===== config.mk =====
export PLATFORM = sky130hd
export DESIGN_NAME = text_tokenizer_top
export DESIGN_NICKNAME = d
export VERILOG_FILES = /design/src/design/ttok_pkg.sv /design/src/design/text_tokenizer_top.sv
export SDC_FILE = /design/constraint.sdc
export NUM_CORES = 1
export LEC_CHECK = 0
export BUFFER_PORTS_ARGS = -buffer_cell sky130_fd_sc_hd__buf_2
export CAP_MARGIN = 10
export CORE_MARGIN = 3
export CORE_UTILIZATION = 55
export CTS_CLUSTER_SIZE = 8
export DETAILED_ROUTE_END_ITERATION = 8
export PLACE_DENSITY = 0.82
export REMOVE_ABC_BUFFERS = 1
export SYNTH_ARGS = -nofsm -noshare
export SYNTH_HDL_FRONTEND = slang
export SYNTH_SLANG_ARGS = --single-unit

===== constraint.sdc =====
create_clock -name clock -period 6.4 [get_ports clock]
set_clock_uncertainty 0.2 [all_clocks]
set_input_delay 1.28 -clock clock [delete_from_list [all_inputs] [get_ports clock]]
set_output_delay 1.28 -clock clock [all_outputs]
set_load 0.02 [all_outputs]

===== src/design/ttok_pkg.sv =====
// ----------------------------------------------------------------------------
// ttok_pkg
// Token class codes, byte class codes, the result word type and the byte
// classifier function of the text tokenizer.
// ----------------------------------------------------------------------------
package ttok_pkg;

   localparam logic [2:0] TK_WS      = 3'd0;
   localparam logic [2:0] TK_NUM     = 3'd1;
   localparam logic [2:0] TK_STR     = 3'd2;
   localparam logic [2:0] TK_NL      = 3'd3;
   localparam logic [2:0] TK_UNK     = 3'd4;
   localparam logic [2:0] TK_END     = 3'd5;
   localparam logic [2:0] KIND_NONE  = 3'd7;

   localparam logic [2:0] CL_WS      = 3'd0;
   localparam logic [2:0] CL_DIGIT   = 3'd1;
   localparam logic [2:0] CL_NAME    = 3'd2;
   localparam logic [2:0] CL_NL      = 3'd3;
   localparam logic [2:0] CL_UNK     = 3'd4;

   localparam int START_W  = 32;
   localparam int LENGTH_W = 16;

   typedef struct packed {
      logic [2:0]          token_class;
      logic [START_W-1:0]  token_start;
      logic [LENGTH_W-1:0] token_length;
      logic                last_of_run;
   } result_type;

   function automatic logic [2:0] byte_class_f(input logic [7:0] b);
      logic [2:0] c;
      if (b == 8'd32 || b == 8'd9) begin
         c = CL_WS;
      end else if (b >= 8'd48 && b <= 8'd57) begin
         c = CL_DIGIT;
      end else if ((b >= 8'd65 && b <= 8'd90) || (b >= 8'd97 && b <= 8'd122)) begin
         c = CL_NAME;
      end else if (b == 8'd45 || b == 8'd63 || b == 8'd95 || b == 8'd124) begin
         c = CL_NAME;
      end else if (b == 8'd10 || b == 8'd13) begin
         c = CL_NL;
      end else begin
         c = CL_UNK;
      end
      return c;
   endfunction

endpackage


===== src/design/text_tokenizer_top.sv =====
// ----------------------------------------------------------------------------
// text_tokenizer_top
// Classifies a text one byte at a time and merges runs of bytes into tokens
// that carry class, start offset and length.
// ----------------------------------------------------------------------------
//  channel  direction  handshake              word
//  req      in         req_valid / req_stall  text byte or end of text
//  rsp      out        rsp_valid / rsp_stall  token class, start, length, last
//
//  One req word is taken per cycle while req_stall is low; the token update
//  is combinational logic behind the pending-token registers.
//  A word yields zero, one or two rsp words into a four-entry result queue;
//  req_stall is high while the queue holds more than two words.
//  A rsp word is written into the result queue when its req word is taken.
//  Reset clears the pending token, the offset and the queue.
// ----------------------------------------------------------------------------
module text_tokenizer_top
   import ttok_pkg::*;
#(
   parameter int OFFSET_BITS = 32,
   parameter int LENGTH_BITS = 16
) (
   input  logic                clock,
   input  logic                reset,
   input  logic                req_valid,
   output logic                req_stall,
   input  logic [7:0]          req_text_byte,
   input  logic                req_end_of_text,
   output logic                rsp_valid,
   input  logic                rsp_stall,
   output logic [2:0]          rsp_token_class,
   output logic [START_W-1:0]  rsp_token_start,
   output logic [LENGTH_W-1:0] rsp_token_length,
   output logic                rsp_last_of_run
);

   localparam int DEPTH = 4;
   localparam int PTR_W = $clog2(DEPTH);
   localparam int CNT_W = $clog2(DEPTH + 1);

   logic [2:0]             kind_ff, kind_in;
   logic [OFFSET_BITS-1:0] start_ff, start_in;
   logic [LENGTH_BITS-1:0] count_ff, count_in;
   logic [OFFSET_BITS-1:0] offset_ff, offset_in;

   result_type             queue_ff [DEPTH];
   logic [PTR_W-1:0]       wr_ptr_ff, rd_ptr_ff;
   logic [CNT_W-1:0]       fill_ff;

   logic [START_W-1:0]     pend_start_w;
   logic [START_W-1:0]     offset_w;
   logic [LENGTH_W-1:0]    pend_len_w;
   logic [2:0]             cls;
   logic                   extend;
   logic                   accept, pop;
   logic                   push0, push1;
   result_type             res0, res1;

   generate
      if (OFFSET_BITS >= START_W) begin : g_start_trunc
         assign pend_start_w = start_ff[START_W-1:0];
         assign offset_w     = offset_ff[START_W-1:0];
      end else begin : g_start_ext
         assign pend_start_w = {{(START_W-OFFSET_BITS){1'b0}}, start_ff};
         assign offset_w     = {{(START_W-OFFSET_BITS){1'b0}}, offset_ff};
      end
      if (LENGTH_BITS > LENGTH_W) begin : g_len_sat
         assign pend_len_w = (|count_ff[LENGTH_BITS-1:LENGTH_W]) ? {LENGTH_W{1'b1}}
                                                                  : count_ff[LENGTH_W-1:0];
      end else if (LENGTH_BITS == LENGTH_W) begin : g_len_same
         assign pend_len_w = count_ff;
      end else begin : g_len_ext
         assign pend_len_w = {{(LENGTH_W-LENGTH_BITS){1'b0}}, count_ff};
      end
   endgenerate

   assign req_stall = reset || (fill_ff > CNT_W'(DEPTH - 2));
   assign accept    = req_valid && !req_stall;
   assign rsp_valid = (fill_ff != '0);
   assign pop       = rsp_valid && !rsp_stall;

   assign cls = byte_class_f(req_text_byte);

   always_comb begin
      extend = 1'b0;
      unique case (kind_ff)
         TK_WS:   extend = (cls == CL_WS);
         TK_NUM:  extend = (cls == CL_DIGIT) || (cls == CL_NAME);
         TK_STR:  extend = (cls == CL_NAME) || (cls == CL_DIGIT);
         TK_NL:   extend = (cls == CL_NL);
         default: extend = 1'b0;
      endcase
   end

   always_comb begin
      kind_in   = kind_ff;
      start_in  = start_ff;
      count_in  = count_ff;
      offset_in = offset_ff;
      push0     = 1'b0;
      push1     = 1'b0;
      res0.token_class  = kind_ff;
      res0.token_start  = pend_start_w;
      res0.token_length = pend_len_w;
      res0.last_of_run  = 1'b1;
      res1.token_class  = TK_END;
      res1.token_start  = offset_w;
      res1.token_length = '0;
      res1.last_of_run  = 1'b1;
      if (accept) begin
         if (req_end_of_text) begin
            kind_in   = KIND_NONE;
            start_in  = '0;
            count_in  = '0;
            offset_in = '0;
            if (kind_ff != KIND_NONE) begin
               res0.last_of_run = 1'b0;
               push0 = 1'b1;
               push1 = 1'b1;
            end else begin
               res0  = res1;
               push0 = 1'b1;
            end
         end else begin
            offset_in = offset_ff + OFFSET_BITS'(1);
            if (extend) begin
               if (kind_ff == TK_NUM && cls == CL_NAME) begin
                  kind_in = TK_STR;
               end
               if (count_ff != {LENGTH_BITS{1'b1}}) begin
                  count_in = count_ff + LENGTH_BITS'(1);
               end
            end else begin
               push0    = (kind_ff != KIND_NONE);
               start_in = offset_ff;
               count_in = LENGTH_BITS'(1);
               unique case (cls)
                  CL_WS:    kind_in = TK_WS;
                  CL_DIGIT: kind_in = TK_NUM;
                  CL_NAME:  kind_in = TK_STR;
                  CL_NL:    kind_in = TK_NL;
                  default:  kind_in = TK_UNK;
               endcase
            end
         end
      end
   end

   always_ff @(posedge clock) begin
      if (reset) begin
         kind_ff   <= KIND_NONE;
         start_ff  <= '0;
         count_ff  <= '0;
         offset_ff <= '0;
         wr_ptr_ff <= '0;
         rd_ptr_ff <= '0;
         fill_ff   <= '0;
      end else begin
         kind_ff   <= kind_in;
         start_ff  <= start_in;
         count_ff  <= count_in;
         offset_ff <= offset_in;
         wr_ptr_ff <= wr_ptr_ff + PTR_W'(push0) + PTR_W'(push1);
         rd_ptr_ff <= rd_ptr_ff + PTR_W'(pop);
         fill_ff   <= fill_ff + CNT_W'(push0) + CNT_W'(push1) - CNT_W'(pop);
      end
   end

   always_ff @(posedge clock) begin
      if (push0) begin
         queue_ff[wr_ptr_ff] <= res0;
      end
      if (push1) begin
         queue_ff[wr_ptr_ff + PTR_W'(1)] <= res1;
      end
   end

   assign rsp_token_class  = queue_ff[rd_ptr_ff].token_class;
   assign rsp_token_start  = queue_ff[rd_ptr_ff].token_start;
   assign rsp_token_length = queue_ff[rd_ptr_ff].token_length;
   assign rsp_last_of_run  = queue_ff[rd_ptr_ff].last_of_run;

endmodule


Yosys cells after proc, flatten, opt, wreduce, memory -nomap -nowiden. Memory sizes are Yosys's and may differ from the RTL's. A register that Yosys moved wholly into a read port is not among the register bits. Cells that the tools add are included. Widths: inputs -> output; s select.

Register bits after elaboration: 90. RAM bits: 208. Bits of input ports: 13. Memories: 1.

Memories: queue_ff (words 4, width 52, rd ports 1, clocked after memory_dff 1, wr ports 2, RTL line text_tokenizer_top.sv:46) `result_type queue_ff [DEPTH];`.

Add/sub/neg operators: 9. Magnitude comparators: 7. Eq/ne operators: 19. Multiplexer cells: 31. Reduce and logical (&&, ||, !) cells: 23.

Operator list (number): $mux 52 (2); $mux 32 (3); $mux 51 (1); $mux 16 (3); $add 32x1->32 const B (1); $eq 8x4->1 const B (3); $eq 8x6->1 const B (3); $mux 3 (8); $add 16x1->16 const B (1); $eq 8x7->1 const B (2); $ge 8x7->1 const B (2); $le 8x7->1 const B (2); $ne 16x16->1 const B (1); $eq 3x2->1 const B (4); $pmux 3 s4 (1); $mux 1 (11); $ge 8x6->1 const B (1); $le 8x6->1 const B (1); $logic_or 1x1->1 (8); $add 2x1->2 (3); $add 3x1->3 (2); $eq 3x1->1 const B (2); $logic_and 1x1->1 (6); $logic_not 3->1 (2); 12 further kinds (16).

Longest topological paths before layout. Gate-level depths: netlist of the first run.

Word-level depth: 17. Depth in mapped cells: 14. Depth with buffers taken out: 11.

Least setup slack after synthesis of the first run. Ideal clock, no wire load.

Kind: input-to-reg. Start point: input req_text_byte[1]. End point: memory queue_ff[1][17] in the netlist's numbering (enable). Data arrival time: 6.042 ns. Slack: -0.358 ns. Stages: 7. Path buffers: 2. Cell sequence: clkbuf_1 -> or3_1 -> o221ai_1 -> a311o_1 -> a21oi_4 -> buf_2 -> nor4b_1.

RTL lines: start, declared (RTL line text_tokenizer_top.sv:27) `input logic [7:0] req_text_byte,`; end, declared (RTL line text_tokenizer_top.sv:46).

==> results of run 1 <==
power by group:
group	internal (W)	leakage, nW	total (W)	switching, W
logic	0.000355	2.16	0.000879	0.000525
registers	0.00207	2.66	0.00222	0.000147
clock network	0.00124	0.576	0.00203	0.000791
total	0.00367	5.40	0.00513	0.00146
cell usage after synthesis, drive strengths merged (2+ instances only):
| cell type | n |
|---|---|
| nand2 | 121 |
| or3 | 14 |
| or4 | 5 |
| ha | 5 |
| o21a | 4 |
| and4 | 7 |
| nor3b | 4 |
| a32o | 129 |
| nor2 | 44 |
| a21oi | 47 |
| a41o | 2 |
| inv | 19 |
| edfxtp | 128 |
| dfxtp | 170 |
| o211ai | 7 |
| a31oi | 12 |
| o211a | 2 |
| and3b | 3 |
| a21o | 2 |
| mux4 | 52 |
| xnor2 | 8 |
| mux2i | 72 |
| and2 | 4 |
| nor3 | 9 |
| nand4b | 32 |
| o21ai | 55 |
| and3 | 13 |
| o2111ai | 3 |
| nand2b | 2 |
| buf | 43 |
| fa | 3 |
| nand4 | 15 |
| xor2 | 26 |
| a21boi | 2 |
| or2 | 3 |
| nand3 | 33 |
| nor2b | 6 |
| clkbuf | 91 |
| nor4 | 7 |
state kept, by name (all words and copies together), names as in the netlist:
register,count
rd_ptr_ff,2
offset_ff,32
count_ff,16
pend_start_w,32
wr_ptr_ff,2
queue_ff,208
fill_ff,3
kind_ff,3
routing by layer:
| layer | vias up | GRT usage (%) | share of wire, % |
|---|---|---|---|
| li1 | 4741 | - | - |
| met1 | 5437 | 34.1 | 39 |
| met2 | 715 | 42.9 | 48 |
| met3 | 88 | 5.71 | 11 |
| met4 | 0 | 10.3 | 2.4 |
| met5 | - | 0 | 0 |
cell families (layout without fill, tap and decap cells):
kind of cell	after synthesis	after routing
xor+xnor	34	34
fa+ha+maj	8	8
mux	124	124
simple gates	325	325
compound gates	275	275
flops	298	298
buf+inv	154	183
path summary, 6_finish.rpt:
kind / startpoint / to / slack (ns)
setup / recovery: req_text_byte[4] / queue_ff[1][27] / 1.96
hold / removal: queue_ff[3][11] / queue_ff[3][11] / 0.26
setup reg to reg: fill_ff[1] / queue_ff[1][21] / 2.46
hold reg to reg: queue_ff[3][11] / queue_ff[3][11] / 0.26
per-stage QoR:
step                area [sq um]  hold WS, ns  TNS, ns  utilization, %  std cells
floorplan                  13500        0.232   -14.40               -       1084
global placement           14500        0.239        0            58.5       1499
detailed placement         14500        0.244        0            58.5       1499
CTS                        15700        0.255        0            63.4       1570
global route               15700        0.277        0            63.4       1571
finish                     15700        0.255        0            63.4       1571
layout make-up:
| class | count | share of cell area, % |
|---|---|---|
| Sequential cell | 298 | 46.2 |
| Clock inverter | 4 | 0.223 |
| Inverter | 20 | 0.478 |
| Timing Repair Buffer | 92 | 3.37 |
| Clock buffer | 67 | 7.43 |
| Tap cell | 324 | 2.58 |
| Multi-Input combinational cell | 766 | 39.7 |
cells in the final DEF, fill, tap and decap left out, types with 5 or more instances in the layout:
master     instances
xor2_1            26
nor2b_1            6
or4_1              5
a31oi_1           12
buf_4             25
clkbuf_1          24
and4_1             7
and3_1            13
nor4_1             5
ha_1               5
dfxtp_1          168
nand4b_1          32
nand3_1           33
nor3_1             5
nor2_1            43
a32o_1           129
mux4_2            52
a21oi_1           45
buf_2             66
xnor2_1            8
inv_1             18
clkbuf_16         43
o21ai_0           53
edfxtp_1         128
nand2_1          121
o211ai_1           7
or3_1             14
nand4_1           15
mux2i_1           72
critical path: cells and delay by family:
| kind | cells | cell delay, ns |
|---|---|---|
| AND/OR/NAND/NOR | 2 | 1.31 |
| AO/OA/AOI/OAI | 4 | 1.17 |
| buffers and inverters | 2 | 0.79 |
==> impl_results.md, run 1 <==
- Outcome: complete, no violations
- Antenna violations before repair: 0
- Fin nets: between 1000 and 1500
- Routed WL: about 37000 um
- Num ports: 67
- CTS resizes: 0
- # hold bufs at CTS: 0
- Min Clock Period, post-route: about 4.4 ns
- Cell variety after synth: 62
- Largest net degree at the start of global routing: between 70 and 80
- Fin. Hold Viols: 0
- Unrepaired setup endpoints after global routing: no
- DIE AREA: ~28000 sq um
- Worst Hold Class: flip-flop to flip-flop
- Port Buffers: 66
- Clk buf depth: 3
- Post-Syn Area: about 14000 sq um
- Grt ovf: 0
- Initial Util: between 50% and 60%
- Number of setup buffers added after CTS: 0
- Drt first-iter violations: ~1500
- Compound-cell area share of the yosys netlist: between 10% and 20%
- PwrDens: ~330 nW/um^2
- Syn_area_per_cell: 11.6 sq um
- Arr. time, crit path: between 4 and 5 ns
- CP max FO: 40
- Routability Congestion: roughly 0.8
- Yosys top cell area share: between 20% and 30%
- Post-synthesis mux area share: 13.4%
- Post-DP HPWL: around 20000 um
- Crit-path max cell delay: between 0.9 and 1 ns
- Slew Limit Fails: 0
- Register bit total from synthesis: 298
- Simple-Gate Fraction of Synth Area: 12.2%
- Post-synth ARST share: 0%
- R2R depth: 8
- Area Growth Syn to Fin: 11.4%
- TritonCTS buffer count: 43
- Worst vdd ir: 0.184 mV
- Vias per cell: between 6 and 7
- Seq/Total Area, Yosys: roughly half
- Core Box Area: 24700 sq um
- Global-route wire length before repair: between 50000 and 60000 um
- Total Power: 0.00513 W
- # rows: 57
- Adder-cell share of the synthesized area: less than 1%
- Slowest cell on the critical path: nor4_4
- Fin worst setup slack: roughly 2.0 ns
- CP startpoint kind: input port
- Layout cells sized above 1: 16.8%
- Critical path endpoint category: flip-flop
- Final Cycle Share: between 60% and 70%
- Worst-margin pin slew: 1.19 ns
- Gate count of the mapped netlist: about 1200
- Clk root buf: clkbuf_16
- WL per Instance: between 20 and 25 um
- Die X: 166 um
- CTS H-tree lvls: 2
- CTS tree: yes
- Critical Path RT: 6.57 ns
- YS warnings: 0
- Fmax achieved: roughly 230 MHz
- Fill cell count: 1775
- Final setup violation count: 0
- CTS Sinks: 298
- Antenna diode count: 0
- Slew HR: between 20% and 30%
- Register area: around 7300 sq um
- Pre-CTS setup slack: ~1.5 ns
- Number of remaining DRC errors: 0
- First-pass DRT Iterations: 7
- All-layer global routing usage: between 20% and 30%
- Total number of vias: around 11000
- CP Class: input port to flip-flop
- Multi-input combinational cell area: ~6200 sq um
- Worst skew pair latency: roughly 0.54 ns
- Main flop type after synthesis: dfxtp_1
- Area leader, netlist: edfxtp_1
- EDFF count, synth: 128
- Top cells by area, synth: edfxtp_1 (27%), dfxtp_1 (24%), a32o_1 (9.2%)
- Main combinational cell family by area after synthesis: compound AO/OA/AOI/OAI gates
- Hold path depth: 2
- Xor and xnor area share after synthesis: around 2.1%
- CP Cell Sequence: buf_2 > or3_1 > o221ai_1 > a311o_1 > a21oi_4 > nor4_4 > buf_4 > a32o_1
- Final ANT Viol Nets: 0
- CTS clk-pin slew, worst paths: 0.05 ns
- Vias in the first global route: about 11000
- Pleak: between 5 and 6 nW
- MaxCap Viol Count: 0
- Die height: roughly 170 um
Power figures use the tool's default switching activity.
==> inputs of run 2 (changes only) <==
==> constraint.sdc (replaced) <==
create_clock -name clock -period 3.9 [get_ports clock]
set_clock_uncertainty 0.2 [all_clocks]
set_input_delay 0.78 -clock clock [delete_from_list [all_inputs] [get_ports clock]]
set_output_delay 0.78 -clock clock [all_outputs]
set_load 0.02 [all_outputs]
==> impl_results.md, run 2 (same netlist as run 1, synthesis figures left out) <==
- Outcome: complete, no violations
- Layout cells sized above 1: 17.7% (+0.92 points)
- Num ports: 67 (unchanged)
- Fmax achieved: around 300 MHz
- CP max FO: 38 (-5.0%)
- TritonCTS buffer count: 43 (unchanged)
- Fin. Hold Viols: 0 (unchanged)
- Min Clock Period, post-route: 3.34 ns
- DIE AREA: 27600 sq um (unchanged)
- Arr. time, crit path: 2.36 ns (-2.25 ns)
- CTS resizes: 0 (unchanged)
- CTS H-tree lvls: 2 (unchanged)
- Fin cells: 1585 (+0.89%)
- Initial Util: 56.9% (unchanged)
- MaxCap Viol Count: 0 (unchanged)
- Core Box Area: 24700 sq um (unchanged)
- CTS Sinks: 298 (unchanged)
- # rows: 57 (unchanged)
- Die height: 166 um (unchanged)
- Critical Path RT: 2.92 ns (-3.65 ns)
- Slew HR: 26.0% (+5.7 points)
- Commonest non-fill, non-tap cell in the layout: dfxtp_1
- Vias in the first global route: 11100 (-0.099%)
- Worst-margin pin slew: 1.10 ns (-0.0898 ns)
- Max reg flops: 208 (unchanged)
- Fill cell count: 1765 (-0.56%)
- Area Growth Syn to Fin: 13.1%
- # hold bufs at CTS: 0 (unchanged)
- Number of remaining DRC errors: 0 (unchanged)
- Final setup violation count: 0 (unchanged)
- Fin nets: 1256 (+1.1%)
- Final core utilization: 64.4% (+0.97 points)
- Worst vdd ir: 0.295 mV (+60%)
- Register area: 7250 sq um (unchanged)
- Unrepaired setup endpoints after global routing: no
- Total number of vias: 11000 (-0.091%)
- Critical path endpoint category: output port
- Largest Register: queue_ff
- Die X: 166 um (unchanged)
- Multi-input combinational cell area: 6230 sq um (unchanged)
- Vias per cell: 6.92 (-0.97%)
- Clk buf depth: 3 (unchanged)
- Largest net degree at the start of global routing: 81 (+3.8%)
- Pleak: 5.43 nW (+0.50%)
- Routability Congestion: 0.827 (+2.7%)
- CP startpoint kind: flip-flop
- WL per Instance: 23.1 um (-1.8%)
- PwrDens: 532 nW/um^2 (+63%)
- Worst skew pair latency: 0.54 ns (about the same)
- CTS tree: yes
- All-layer global routing usage: 26.0% (-0.17 points)
- Port Buffers: 66 (unchanged)
- Number of setup buffers added after CTS: 0 (unchanged)
- Final Cycle Share: between 80 and 90%
- Final ANT Viol Nets: 0 (unchanged)
- Slew Limit Fails: 0 (unchanged)
- Antenna violations before repair: 0 (unchanged)
- Dpl cells: 1514 (+1.0%)
- Most frequent cells in the layout: dfxtp_1 (168), a32o_1 (129), edfxtp_1 (128)
- Post-DP HPWL: 20900 um (+2.4%)
- Routed WL: 36600 um (-0.96%)
- Drt first-iter violations: 1579 (+6.8%)
- Worst Hold Class: flip-flop to flip-flop
- Global-route wire length before repair: 59200 um (about the same)
- CP Class: flip-flop to output port
- First-pass DRT Iterations: 6 (-1)
- Antenna diode count: 0 (unchanged)
- Clk root buf: clkbuf_16
- CTS clk-pin slew, worst paths: 0.05 ns (about the same)
- Grt ovf: 0 (unchanged)
## run 2: layout make-up
type | instances | share of cell area, %
tap | 324 | 2.54
clock buffer | 67 | 7.32
multi-input combinational | 766 | 39.1
timing repair buffer | 106 | 4.82
clock inverter | 4 | 0.220
sequential | 298 | 45.5
inverter | 20 | 0.471
## run 2: report_power, final
part           switching [W]  internal, W  leakage, nW
clock                0.00130      0.00203        0.576
sequential          0.000214      0.00340         2.57
combinational       0.000899     0.000631         2.28
total                0.00241      0.00607         5.43
## run 2: stage by stage
step | hold slack [ns] | instance area [sq um] | total power [W] | setup slack [ns] | setup TNS [ns]
2_1_floorplan | 0.232 | 13500 | 0.00462 | -2.44 | -304.91
3_3_place_gp | 0.239 | 14700 | 0.00517 | 0.321 | 0
3_5_place_dp | 0.248 | 14700 | 0.00519 | 0.287 | 0
4_1_cts | 0.255 | 15900 | 0.00849 | 0.536 | 0
5_1_grt | 0.272 | 15900 | 0.00874 | 0.459 | 0
6_report | 0.253 | 15900 | 0.00848 | 0.564 | 0
## run 2: layer usage
metal | vias up | GRT usage (%) | part of all wire, %
met2 | 662 | 42.7 | 49
met3 | 70 | 4.93 | 9.6
met1 | 5472 | 34.2 | 39
met4 | 0 | 10.5 | 2.4
met5 | - | 0 | 0
li1 | 4767 | - | -
## run 2: critical path, cell delays in order, from the launching register on
cell and delay [ns]:
dfxtp_4 0.90, buf_4 0.37, mux4_2 0.36, buf_2 0.18
## run 2: worst paths after layout
check                                    start  slack (ns)                   end  cells past startpoint
worst max-delay path              rd_ptr_ff[0]        0.56  rsp_token_length[13]                      3
worst min-delay path            queue_ff[1][7]        0.25        queue_ff[1][7]                      2
worst max register to register      kind_ff[1]        0.79            fill_ff[2]                      7
worst min register to register  queue_ff[1][7]        0.25        queue_ff[1][7]                      2
